[config.mk]
export PLATFORM = sky130hd
export DESIGN_NAME = abad_regs
export DESIGN_NICKNAME = d
export VERILOG_FILES = /design/src/abad_pkg.sv /design/src/abad_regs.sv
export SDC_FILE = /design/constraint.sdc
export NUM_CORES = 1
export LEC_CHECK = 0
export BUFFER_PORTS_ARGS = -buffer_cell sky130_fd_sc_hd__buf_2
export CORE_AREA = 2 2 111 113
export CTS_CLUSTER_DIAMETER = 30
export DETAILED_ROUTE_END_ITERATION = 6
export DIE_AREA = 0 0 113 115
export PLACE_DENSITY = 0.81
export REMOVE_ABC_BUFFERS = 1
export SETUP_SLACK_MARGIN = 0.4
export SLEW_MARGIN = 20
export SYNTH_ARGS = -nofsm -noshare
export SYNTH_HDL_FRONTEND = slang
export SYNTH_SLANG_ARGS = --single-unit
[constraint.sdc]
create_clock -name clk -period 1.6 [get_ports clk]
set_input_delay 0 -clock clk [delete_from_list [all_inputs] [get_ports clk]]
set_output_delay 0 -clock clk [all_outputs]
set_load 0.01 [all_outputs]
[src/abad_pkg.sv]
// Shared types, address map constants and decode helpers for the bus address decoder.
package abad_pkg;

  localparam int RAM_BYTES        = 2048;
  localparam int SPRITE_RAM_BYTES = 64;
  localparam int ROW_W            = $clog2(RAM_BYTES);
  localparam int SPR_W            = $clog2(SPRITE_RAM_BYTES);
  localparam int LANES            = 4;

  localparam logic [15:0] ADDR_ROM_TOP      = 16'hC000;
  localparam logic [15:0] ADDR_SOUND_INDEX  = 16'hD000;
  localparam logic [15:0] ADDR_SOUND_DATA   = 16'hD001;
  localparam logic [15:0] ADDR_CONTROL      = 16'hD008;
  localparam logic [15:0] ADDR_SYSTEM       = 16'hD00C;
  localparam logic [15:0] ADDR_FIRE         = 16'hD010;
  localparam logic [15:0] ADDR_PADDLE       = 16'hD018;
  localparam logic [15:0] ADDR_EXTRA_BASE   = 16'hE840;
  localparam logic [15:0] ADDR_EXTRA_LAST   = 16'hEFFF;
  localparam logic [15:0] ADDR_ZERO_A       = 16'hF000;
  localparam logic [15:0] ADDR_ZERO_B       = 16'hF002;

  localparam logic [4:0] WORK_PAGE   = 5'b11000;
  localparam logic [4:0] VIDEO_PAGE  = 5'b11100;
  localparam logic [9:0] SPRITE_PAGE = 10'h3A0;

  localparam logic [3:0] SOUND_PORT_FIRST = 4'hE;
  localparam logic [7:0] OPEN_BUS         = 8'hFF;
  localparam logic [7:0] SYSTEM_IDLE      = 8'h4F;

  // register index, taken from paddr[2]
  localparam logic CFG_DIP_SWITCHES = 1'b0;

  typedef enum logic [1:0] {
    LANE_WORK,
    LANE_VIDEO,
    LANE_EXTRA,
    LANE_SPRITE
  } lane_t;

  typedef struct packed {
    logic             rd;
    logic             wr;
    logic [ROW_W-1:0] row;
    lane_t            lane;
    logic [7:0]       data;
  } mem_req_t;

  typedef struct packed {
    logic             hit;
    lane_t            lane;
    logic [ROW_W-1:0] row;
  } mem_hit_t;

  typedef struct packed {
    logic       wr_index;
    logic       wr_sound;
    logic       wr_ctrl;
    logic [7:0] data;
  } reg_wr_t;

  typedef struct packed {
    logic graphics_bank;
    logic color_bank;
    logic paddle_sel;
  } ctrl_t;

  function automatic mem_hit_t decode_mem(input logic [15:0] a);
    mem_hit_t h;
    logic [15:0] ofs;
    h   = '{hit: 1'b0, lane: LANE_WORK, row: '0};
    ofs = a - ADDR_EXTRA_BASE;
    if (a[15:11] == WORK_PAGE) begin
      h = '{hit: 1'b1, lane: LANE_WORK, row: a[ROW_W-1:0]};
    end else if (a[15:11] == VIDEO_PAGE) begin
      h = '{hit: 1'b1, lane: LANE_VIDEO, row: a[ROW_W-1:0]};
    end else if (a[15:6] == SPRITE_PAGE) begin
      h = '{hit: 1'b1, lane: LANE_SPRITE, row: ROW_W'(a[SPR_W-1:0])};
    end else if (a >= ADDR_EXTRA_BASE && a <= ADDR_EXTRA_LAST) begin
      h = '{hit: 1'b1, lane: LANE_EXTRA, row: ofs[ROW_W-1:0]};
    end
    return h;
  endfunction

  function automatic logic [7:0] paddle_sat(input logic signed [15:0] p);
    logic [7:0] v;
    if (p[15]) begin
      v = 8'h00;
    end else if (p[14:8] != 7'd0) begin
      v = 8'hFF;
    end else begin
      v = p[7:0];
    end
    return v;
  endfunction

endpackage

[src/abad_regs.sv]
// Sound-chip index latch, sound registers and video control latch.
module abad_regs (
  input  logic             clk,
  input  logic             rst,
  input  abad_pkg::reg_wr_t wr,
  input  logic [7:0]       dip,
  output logic [7:0]       sound_rd,
  output abad_pkg::ctrl_t  ctrl
);
  import abad_pkg::*;

  logic [3:0] sound_index;
  logic [7:0] sound_regs [16];

  always_ff @(posedge clk) begin
    if (rst) begin
      sound_index <= '0;
      ctrl        <= '0;
      for (int i = 0; i < 16; i++) begin
        sound_regs[i] <= '0;
      end
    end else begin
      if (wr.wr_index) begin
        sound_index <= wr.data[3:0];
      end
      if (wr.wr_sound && sound_index < SOUND_PORT_FIRST) begin
        sound_regs[sound_index] <= wr.data;
      end
      if (wr.wr_ctrl) begin
        ctrl <= '{graphics_bank: wr.data[5], color_bank: wr.data[6], paddle_sel: wr.data[2]};
      end
    end
  end

  assign sound_rd = (sound_index >= SOUND_PORT_FIRST) ? dip : sound_regs[sound_index];

endmodule

* Yosys cells after proc, flatten, opt, wreduce, memory -nomap -nowiden
Memory sizes are Yosys's and may differ from the RTL's. A register that Yosys moved wholly into a read port is not among the register bits.
Index checks and enable logic that the tools add are counted.
** Storage, ports and cells
- Register bits after elaboration :: 7
- Memory bits (writable) :: 128
- Bits of input ports :: 21
- Output and inout port bits :: 11
- Memories :: 1
** Memories
- sound_regs :: depth 16, width 8, rd ports 1, clocked after memory_dff 1, write ports 16, line abad_regs.sv:13 : logic [7:0] sound_regs [16];
** Operators by class
- $lt $le $gt $ge :: 2
- Mux-type cells :: 11
- Reductions and logical operators :: 2
** Operators by type and width (number)
- 8-bit 2-to-1 mux :: 2
- 4-bit 2-to-1 mux :: 3
- 8-bit OR reduction :: 1
- 1-bit 2-to-1 mux :: 6
- 4-bit >= comparator (second input constant) :: 1
- 4-bit < comparator (second input constant) :: 1
- 1-bit logical AND :: 1

* Longest topological paths before layout
Gate-level depths: netlist of the first run.
- Depth in word-level cells :: 7
- Mapped depth :: 6

* Worst setup path before layout of the first run
No wires, ideal clock.
- Kind :: register to register
- Start point :: register sound_index[0]
- End point :: memory sound_regs[0][0] (enable)
- Arrival time :: 1415 ps
- Data required time :: 1291 ps
- Setup slack :: -124 ps
- Stages on the path, launching flop included :: 5
- Buffers on the path :: 0
- Clock period less this slack :: 1724 ps
- Cell sequence :: dfxtp_1 -> or3b_1 -> or2_4 -> nor3_4 -> or2_2
** RTL lines
- from (decl) :: line abad_regs.sv:12 : logic [3:0] sound_index;
- from (signal assigned) :: line abad_regs.sv:24 : sound_index <= wr.data[3:0];
- to (decl) :: line abad_regs.sv:13

==> results.json, run 1 <==
{
  "port_buffers": 31,
  "dr.pass1.iters": 7,
  "layout_common_cells": "edfxtp_1 (128), and2_4 (86), buf_2 (31)",
  "cp-start-kind": "flip-flop",
  "crit_slowest_cell": "mux4_2",
  "wl_per_cell_um": 25.3,
  "synth_compound_area_frac": 0.0202,
  "fin_crit_sh": 1.36,
  "critPathTopFamily": "multiplexers",
  "fin_crit_ps": 2170,
  "syn-cell-area_um2": 6330,
  "ys_warn_count": 0,
  "cts_max_level": 4,
  "ys.flop_type": "edfxtp_1",
  "yosys.area_share.simple": 0.163,
  "final_nets": 517,
  "grt_max_degree": 34,
  "synth_mux_area_frac": 0.153,
  "seq_area_frac_synth": 0.642,
  "antenna_found_initial": 0,
  "path_class": "reg2out",
  "area_delta_synth_final_pct": 29.3,
  "maxCapViolations": 0,
  "grtUsageTotal": 0.261,
  "synth-async-reset-ratio": 0,
  "netlist-cell-type-count": 35,
  "cts_buffers": 17,
  "fill_cells": 697,
  "num_rows": 40,
  "power_density_nw_per_um2": 1120,
  "die_x_um": 113,
  "synthXorXnorAreaFrac": 0,
  "cts_max_path_buffers": 2,
  "finalWorstSetupSlack_ps": -573,
  "dp_slack_ps": -228,
  "clk_latency_ps": 420,
  "start_util": 0.536,
  "grt_pass1_wl_um": 24000,
  "crit_path_cell_trace": "buf_12, mux4_2, mux2i_4, o22ai_1, a21o_1, buf_2",
  "p_total_uw": 9150,
  "path_clk_slew_ps": 60,
  "grt.overflow.total": 0,
  "root_buffer": "clkbuf_16",
  "detail_route.wirelength_um": 16600,
  "die_y_um": 115,
  "crit_fanout": 8,
  "antennaDiodeCount": 0,
  "synth-seq-cells": 139,
  "synth_top_family_by_area": "simple AND/OR/NAND/NOR gates",
  "violations": "design-rule violations, negative setup slack",
  "fin_worst_skew_ps": 7.59,
  "avgSynthCellArea_um2": 15.7,
  "vias": 3970,
  "via_per_inst": 6.06,
  "run_status": "finished with violations",
  "synthCells": 403,
  "gp_congestion": 0.784,
  "fp.dieArea_um2": 13000,
  "postRouteAntennaNets": 0,
  "clock-sinks": 139,
  "finalNonFillerCells": 655,
  "max_stage_delay_ps": 570,
  "grt_pass1_vias": 3939,
  "dp_cells": 610,
  "path_buf_inv": 2,
  "hp-class": "in2reg",
  "p_leak_uw": 0.00314,
  "drc_errors": 4,
  "vdd_drop_max_mv": 0.605,
  "cp.arrival_ps": 2170,
  "slew_violations": 0,
  "drive_gt1_frac": 0.541,
  "end_kind": "output port",
  "drtIter0Drc": 423,
  "tritoncts": "done",
  "io_pins": 32,
  "core_area_um2": 11800,
  "synth_edf_count": 128,
  "synth_adder_area_share": 0,
  "setup_viol": 64,
  "crit_required_ps": 1600,
  "hpwl_um": 9820,
  "rsz0062_at_grt": "yes",
  "max_freq_ghz": 0.460,
  "hold_viol": 0,
  "final_common_cell": "edfxtp_1"
}
## cells in the mapped netlist (2+ instances only)
cell type / count / area (µm²)
a21o_1: 6 / 45.0
and2_1: 112 / 701
buf_2: 8 / 40.0
buf_6: 3 / 33.8
clkbuf_1: 13 / 48.8
dfxtp_1: 11 / 220
edfxtp_1: 128 / 3840
mux2i_1: 23 / 230
mux4_1: 10 / 263
mux4_2: 21 / 473
nand2_1: 4 / 15.0
nand2b_1: 4 / 25.0
nand3_1: 2 / 10.0
nand3b_1: 3 / 22.5
nor2_1: 11 / 41.3
nor2_2: 2 / 12.5
nor3_1: 6 / 30.0
o22ai_1: 6 / 37.5
or2_2: 14 / 87.6
## cell families after synthesis
kind of cell    count (synthesis)
simple gates                  166
flops                         139
mux                            54
buf+inv                        26
compound gates                 17
other cells                     1
## worst paths after layout
path                           end  slack (ps)  cells after the start      startpoint
hold / removal             ctrl[1]          70                      3           wr[6]
setup / recovery       sound_rd[1]        -570                      6       flip-flop
hold reg to reg            ctrl[1]         500                      2         ctrl[1]
setup reg to reg  sound_regs[0][6]        -140                      4  sound_index[0]
## routing by layer
layer / vias to the layer above / routed length, µm / global-route usage
met5: - / 0 / 0
met3: 38 / 1490 / 0.0891
met1: 2013 / 6470 / 0.339
li1: 1671 / - / -
met2: 248 / 8190 / 0.405
met4: 0 / 446 / 0.111
## flip-flops by register name, indices dropped and copies added, names as in the netlist, named ones only
signal,flops
ctrl,3
sound_index,4
sound_regs,128
## per-stage QoR
step	area, µm²	hold WS [ps]	utilization	setup TNS [ps]
2_1_floorplan	6250	72.4	-	-10340
3_3_place_gp	6940	285	0.588	-2920
3_5_place_dp	6940	281	0.588	-6420
4_1_cts	7950	39.5	0.673	-7360
5_1_grt	8180	94.0	0.692	-9830
6_report	8180	69.0	0.692	-7660
## repair_timing
action / in CTS / in global routing
buffers inserted: 7 / 4
pin swaps: 17 / 15
hold buffers: 3 / 0
endpoints found under the hold margin: 10 / 0
setup endpoints to repair: 232 / 232
gates resized for setup: 104 / 75
## report_power, final
part / switching, µW / total (µW) / leakage [µW] / internal, µW
Combinational: 465 / 878 / 0.00145 / 413
Clock: 1480 / 4050 / 0.000289 / 2570
Sequential: 85.2 / 4220 / 0.00141 / 4140
## area by class of cell
type | instances | area, µm² | area share
clock buffers | 17 | 425 | 0.0520
clock inverters | 14 | 179 | 0.0219
multi-input cells | 253 | 2580 | 0.316
flip-flops and latches | 139 | 4080 | 0.499
well taps | 147 | 184 | 0.0225
repair buffers | 85 | 724 | 0.0886
## worst min-delay path, stage by stage
cell	delay (ps)
buf_2	220
mux2i_1	170
nor2_1	50
(Power assumes the default switching activity.)
==> run 2: changes to the inputs <==
--- a/config.mk
+++ b/config.mk
@@ -5,8 +5,10 @@
 export SDC_FILE = /design/constraint.sdc
 export NUM_CORES = 1
 export LEC_CHECK = 0
-export BUFFER_PORTS_ARGS = -buffer_cell sky130_fd_sc_hd__buf_2
+export BUFFER_PORTS_ARGS = -buffer_cell sky130_fd_sc_hd__clkbuf_2
+export CAP_MARGIN = 20
 export CORE_AREA = 2 2 111 113
+export CTS_BUF_LIST = sky130_fd_sc_hd__clkbuf_8 sky130_fd_sc_hd__clkbuf_16
 export CTS_CLUSTER_DIAMETER = 30
 export DETAILED_ROUTE_END_ITERATION = 6
 export DIE_AREA = 0 0 113 115
==> run 2 against run 1 <==
  * The run still ends with design-rule violations, negative setup slack left
  * Via count down 0.98%
  * Core utilization up 0.72 points
  * Cell area up 1.0%
  * Critical path type unchanged
==> results.json, run 2 (same netlist as run 1, synthesis figures left out) <==
{
  "hpwl_um": 9630,
  "finalWorstSetupSlack_ps": -651,
  "layout_common_cells": "edfxtp_1 (128), and2_4 (102), mux4_2 (28), clkbuf_2 (28), buf_6 (22)",
  "port_buffers": 31,
  "antenna_found_initial": 0,
  "vdd_drop_max_mv": 0.721,
  "run_status": "finished with violations",
  "reg_top3": "sound_regs x128, sound_index x4, ctrl x3",
  "via_per_inst": 5.99,
  "whs_ps": 79.2,
  "clk_latency_ps": 430,
  "core_area_um2": 11800,
  "wl_per_cell_um": 26.0,
  "r2r_cells": 4,
  "crit_path_cell_trace": "buf_12, buf_16, mux4_2, mux2i_2, o22ai_1, a21o_1, clkbuf_2",
  "fp.dieArea_um2": 13000,
  "final_nets": 517,
  "grt_max_degree": 24,
  "hp-class": "in2reg",
  "start_util": 0.536,
  "grt.overflow.total": 0,
  "grt_pass1_wl_um": 25700,
  "fill_cells": 688,
  "violations": "design-rule violations, negative setup slack",
  "crit_slowest_cell": "mux4_2",
  "reg2reg_from": "sound_index[0]",
  "crit_required_ps": 1600,
  "vias": 3931,
  "crit_fanout": 5,
  "drc_errors": 4,
  "max_freq_ghz": 0.444,
  "max_stage_delay_ps": 540,
  "critPathTopFamily": "multiplexers",
  "drtIter0Drc": 384,
  "die_y_um": 115,
  "r2r_end": "sound_regs[0][7]",
  "setup_viol": 67,
  "path_clk_slew_ps": 60,
  "root_buffer": "clkbuf_16",
  "final_common_cell": "edfxtp_1",
  "multi_input_area_um2": 2620,
  "cp.arrival_ps": 2250,
  "dr.pass1.iters": 7,
  "largest_reg_flops": 128,
  "end_kind": "output port",
  "fin_worst_skew_ps": 15.2,
  "postRouteAntennaNets": 0,
  "grt_pass1_vias": 4168,
  "gp_congestion": 0.805,
  "hold_viol": 0,
  "cp-start-kind": "flip-flop",
  "seqCellArea_um2": 4080,
  "num_rows": 40,
  "path_class": "reg2out",
  "maxCapViolations": 0,
  "clock-sinks": 139,
  "cp.depth": 7,
  "antennaDiodeCount": 0,
  "area_delta_synth_final_pct": 30.6,
  "path_buf_inv": 3,
  "top_register": "sound_regs",
  "p_leak_uw": 0.00319,
  "endpoint": "sound_rd[7]",
  "cts_max_level": 4,
  "grtUsageTotal": 0.279,
  "detail_route.wirelength_um": 17100,
  "drive_gt1_frac": 0.568,
  "ff2ff_setup_slack_ps": -120,
  "p_total_uw": 9040,
  "power_density_nw_per_um2": 1090,
  "fin_crit_ps": 2250,
  "cts_buffers": 17,
  "cts_max_path_buffers": 2,
  "fin_crit_sh": 1.41,
  "rsz0062_at_grt": "yes",
  "slew_violations": 0,
  "io_pins": 32,
  "die_x_um": 113,
  "tritoncts": "done"
}
run 2: changes by cell type in the layout (fill, tap and decap cells not counted), moves of 3 or more:
| cell | delta |
|---|---|
| buf_16 | +3 |
| clkbuf_2 | +28 |
| and2_1 | -16 |
| buf_2 | -29 |
| buf_4 | -4 |
| and2_4 | +16 |
| buf_6 | +3 |
run 2: worst register-to-register path, cell delays in order (launching register included):
cell and delay [ps]:
dfxtp_2 320, or3b_4 400, or2_4 300, nor3_4 170
or2_4 230
run 2: area by class of cell:
cell class                      instances  area share
Timing Repair Buffer                   85      0.0975
Clock buffer                           19      0.0548
Tap cell                              147      0.0223
Multi-Input combinational cell        253       0.317
Sequential cell                       139       0.494
Clock inverter                         13      0.0153
run 2: repair_timing:
action | CTS | global route
hold buffers | 2 | 0
gates cloned | 3 | 0
buffers inserted | 8 | 4
gates resized for setup | 156 | 36
pin swaps | 21 | 15
endpoints found under the setup margin | 232 | 232
endpoints found under the hold margin | 8 | 0
run 2: per-layer routing:
layer  vias up  share of wire  track usage
met4         0          0.032        0.117
met3        51          0.086       0.0849
met5         -              0            0
li1       1672              -            -
met1      1970           0.39        0.358
met2       238           0.49        0.450
run 2: per-stage QoR:
step / util / TNS, ps / area (µm²) / setup slack [ps] / std cells
floorplan: - / -10340 / 6250 / -692 / 392
global placement: 0.587 / -2400 / 6930 / -241 / 607
detailed placement: 0.587 / -4400 / 6930 / -250 / 607
CTS: 0.689 / -6530 / 8140 / -617 / 652
global route: 0.700 / -10560 / 8260 / -710 / 656
finish: 0.700 / -7840 / 8260 / -651 / 656
run 2: where the power goes:
| part | leakage [µW] | total [µW] | switching [µW] | internal, µW |
|---|---|---|---|---|
| combinational | 0.00150 | 920 | 478 | 442 |
| clock | 0.000285 | 3900 | 1540 | 2360 |
| sequential | 0.00141 | 4230 | 90.6 | 4140 |
| total | 0.00319 | 9040 | 2110 | 6930 |
run 2: how the worst min path moves through the flow:
stage                      start                 to  depth (start not counted)
after floorplan              rst            ctrl[0]                          1
after global placement    dip[7]        sound_rd[7]                          3
after detailed placement  dip[3]        sound_rd[3]                          3
after CTS                    rst          flip-flop                          3
after global routing         rst  sound_regs[15][6]                          2
final                        rst     sound_index[0]                          3
==> run 3: changes to the inputs <==
--- a/config.mk
+++ b/config.mk
@@ -7,12 +7,12 @@
 export LEC_CHECK = 0
 export BUFFER_PORTS_ARGS = -buffer_cell sky130_fd_sc_hd__clkbuf_2
 export CAP_MARGIN = 20
-export CORE_AREA = 2 2 111 113
-export CTS_BUF_LIST = sky130_fd_sc_hd__clkbuf_8 sky130_fd_sc_hd__clkbuf_16
+export CORE_AREA = 2 2 109 111
+export CTS_BUF_LIST = sky130_fd_sc_hd__clkbuf_8
 export CTS_CLUSTER_DIAMETER = 30
 export DETAILED_ROUTE_END_ITERATION = 6
-export DIE_AREA = 0 0 113 115
-export PLACE_DENSITY = 0.81
+export DIE_AREA = 0 0 111 113
+export PLACE_DENSITY = 0.84
 export REMOVE_ABC_BUFFERS = 1
 export SETUP_SLACK_MARGIN = 0.4
 export SLEW_MARGIN = 20
==> run 3 against run 2 <==
  * The run ends with negative setup slack left
  * Flip-flop and latch count unchanged
  * Cell area decreased by 4.1%
  * Setup slack improved by 52 ps
  * Clock skew decreased by 7.6 ps
  * Combinational power decreased by 8.0%
  * Sequential power about the same
  * Critical endpoint is now sound_rd[0]
==> results.json, run 3 (same netlist as run 1, synthesis figures left out) <==
{
  "root_buffer": "clkbuf_8",
  "fin_worst_skew_ps": 7.61,
  "cp-start-kind": "flip-flop",
  "start_util": 0.561,
  "max_freq_ghz": 0.455,
  "final_nets": 510,
  "clk_latency_ps": 450,
  "multi_input_area_um2": 2590,
  "dp_slack_ps": -196,
  "cts_max_level": 4,
  "setup_tns_ps": -7430,
  "drc_errors": 0,
  "seqCellArea_um2": 4070,
  "hold_viol": 0,
  "core_area_um2": 11300,
  "crit_required_ps": 1600,
  "tritoncts": "done",
  "violations": "negative setup slack",
  "crit_fanout": 7,
  "hold_depth": 3,
  "area_delta_synth_final_pct": 25.3,
  "antenna_found_initial": 0,
  "num_rows": 39,
  "maxCapViolations": 0,
  "layout_common_cells": "edfxtp_1 (128), and2_4 (86), clkbuf_2 (28)",
  "reg_top3": "sound_regs x128, sound_index x4, ctrl x3",
  "postLayoutCellArea_um2": 7930,
  "path_clk_slew_ps": 70,
  "finalNonFillerCells": 645,
  "max_stage_delay_ps": 550,
  "slew_violations": 0,
  "die_y_um": 113,
  "fin_crit_sh": 1.37,
  "rsz0062_at_grt": "yes",
  "power_density_nw_per_um2": 1020,
  "cts_buffers": 17,
  "cp.arrival_ps": 2200,
  "io_pins": 32,
  "grtUsageTotal": 0.257,
  "dp_cells": 602,
  "r2r_cells": 4,
  "run_status": "finished with violations",
  "drtIter0Drc": 548,
  "top_register": "sound_regs",
  "detail_route.wirelength_um": 16000,
  "die_x_um": 111,
  "grt_pass1_vias": 3936,
  "cts_max_path_buffers": 2,
  "dr.pass1.iters": 4,
  "final_util": 0.703,
  "gp_congestion": 0.878,
  "hpwl_um": 9590,
  "setup_viol": 88,
  "antennaDiodeCount": 0,
  "p_leak_uw": 0.00303,
  "drive_gt1_frac": 0.524,
  "wl_per_cell_um": 24.7,
  "fill_cells": 659,
  "grt_pass1_wl_um": 23300,
  "path_class": "reg2out",
  "grt_max_degree": 31,
  "clock-sinks": 139,
  "postRouteAntennaNets": 0,
  "fp.dieArea_um2": 12500,
  "vdd_drop_max_mv": 0.755,
  "crit_path_cell_trace": "buf_12, mux4_2, mux2i_2, o22ai_2, a21o_1, buf_2",
  "fin_crit_ps": 2200,
  "end_kind": "output port",
  "hp-class": "in2reg",
  "largest_reg_flops": 128,
  "final_common_cell": "edfxtp_1",
  "crit_slowest_cell": "mux4_2",
  "grt.overflow.total": 0,
  "finalWorstSetupSlack_ps": -599,
  "port_buffers": 31,
  "vias": 3886,
  "via_per_inst": 6.02,
  "placed_cell_area_um2": 6880
}
## run 3: changes by cell type in the layout (fill, tap and decap cells not counted), moves of 3 or more
cell and delta:
clkbuf_16 -17, and2_1 +16, and2_4 -16, clkbuf_8 +15, buf_4 -6, buf_12 -4, buf_16 -3, buf_8 +3
mux2i_1 +3
## run 3: through the flow
step	total power (µW)	hold slack (ps)
after floorplan	4640	72.4
after global placement	4940	293
after detailed placement	4970	290
after CTS	8000	52.6
after global routing	8290	131
final	8090	106
## run 3: worst paths after layout
| path | startpoint | end | slack [ps] |
|---|---|---|---|
| min reg2reg | ctrl[2] | ctrl[2] | 510 |
| min | wr[5] | ctrl[2] | 110 |
| max reg2reg | sound_index[0] | sound_regs[0][0] | -120 |
| max | flip-flop | sound_rd[0] | -600 |
## run 3: what timing repair did
item	4_1_cts	5_1_grt
buffers inserted	5	3
endpoints found under the setup margin	232	232
resized for setup	121	56
endpoints found under the hold margin	13	0
pin swaps	21	16
hold buffers	3	0
## run 3: where the power goes
group / switching (µW) / leakage, µW / internal, µW
registers: 86.4 / 0.00140 / 4130
clock network: 1360 / 0.000205 / 1670
logic: 450 / 0.00142 / 396
total: 1890 / 0.00303 / 6190
## run 3: final cells by class
type | instances | area share
repair buffers | 78 | 0.0845
clock inverters | 15 | 0.0229
well taps | 143 | 0.0226
flip-flops and latches | 139 | 0.514
multi-input cells | 253 | 0.327
clock buffers | 17 | 0.0295
## run 3: worst max-delay path: cells and delay by family (launching register included)
kind | cells | cell delay, ps
AO/OA/AOI/OAI | 2 | 280
buffers and inverters | 2 | 280
flip-flops | 1 | 410
multiplexers | 2 | 800
## run 3: per-layer routing
layer / up-vias / part of all wire / GRT usage
li1: 1659 / - / -
met1: 1972 / 0.39 / 0.336
met2: 226 / 0.51 / 0.430
met3: 29 / 0.086 / 0.0637
met4: 0 / 0.022 / 0.0825
met5: - / 0 / 0
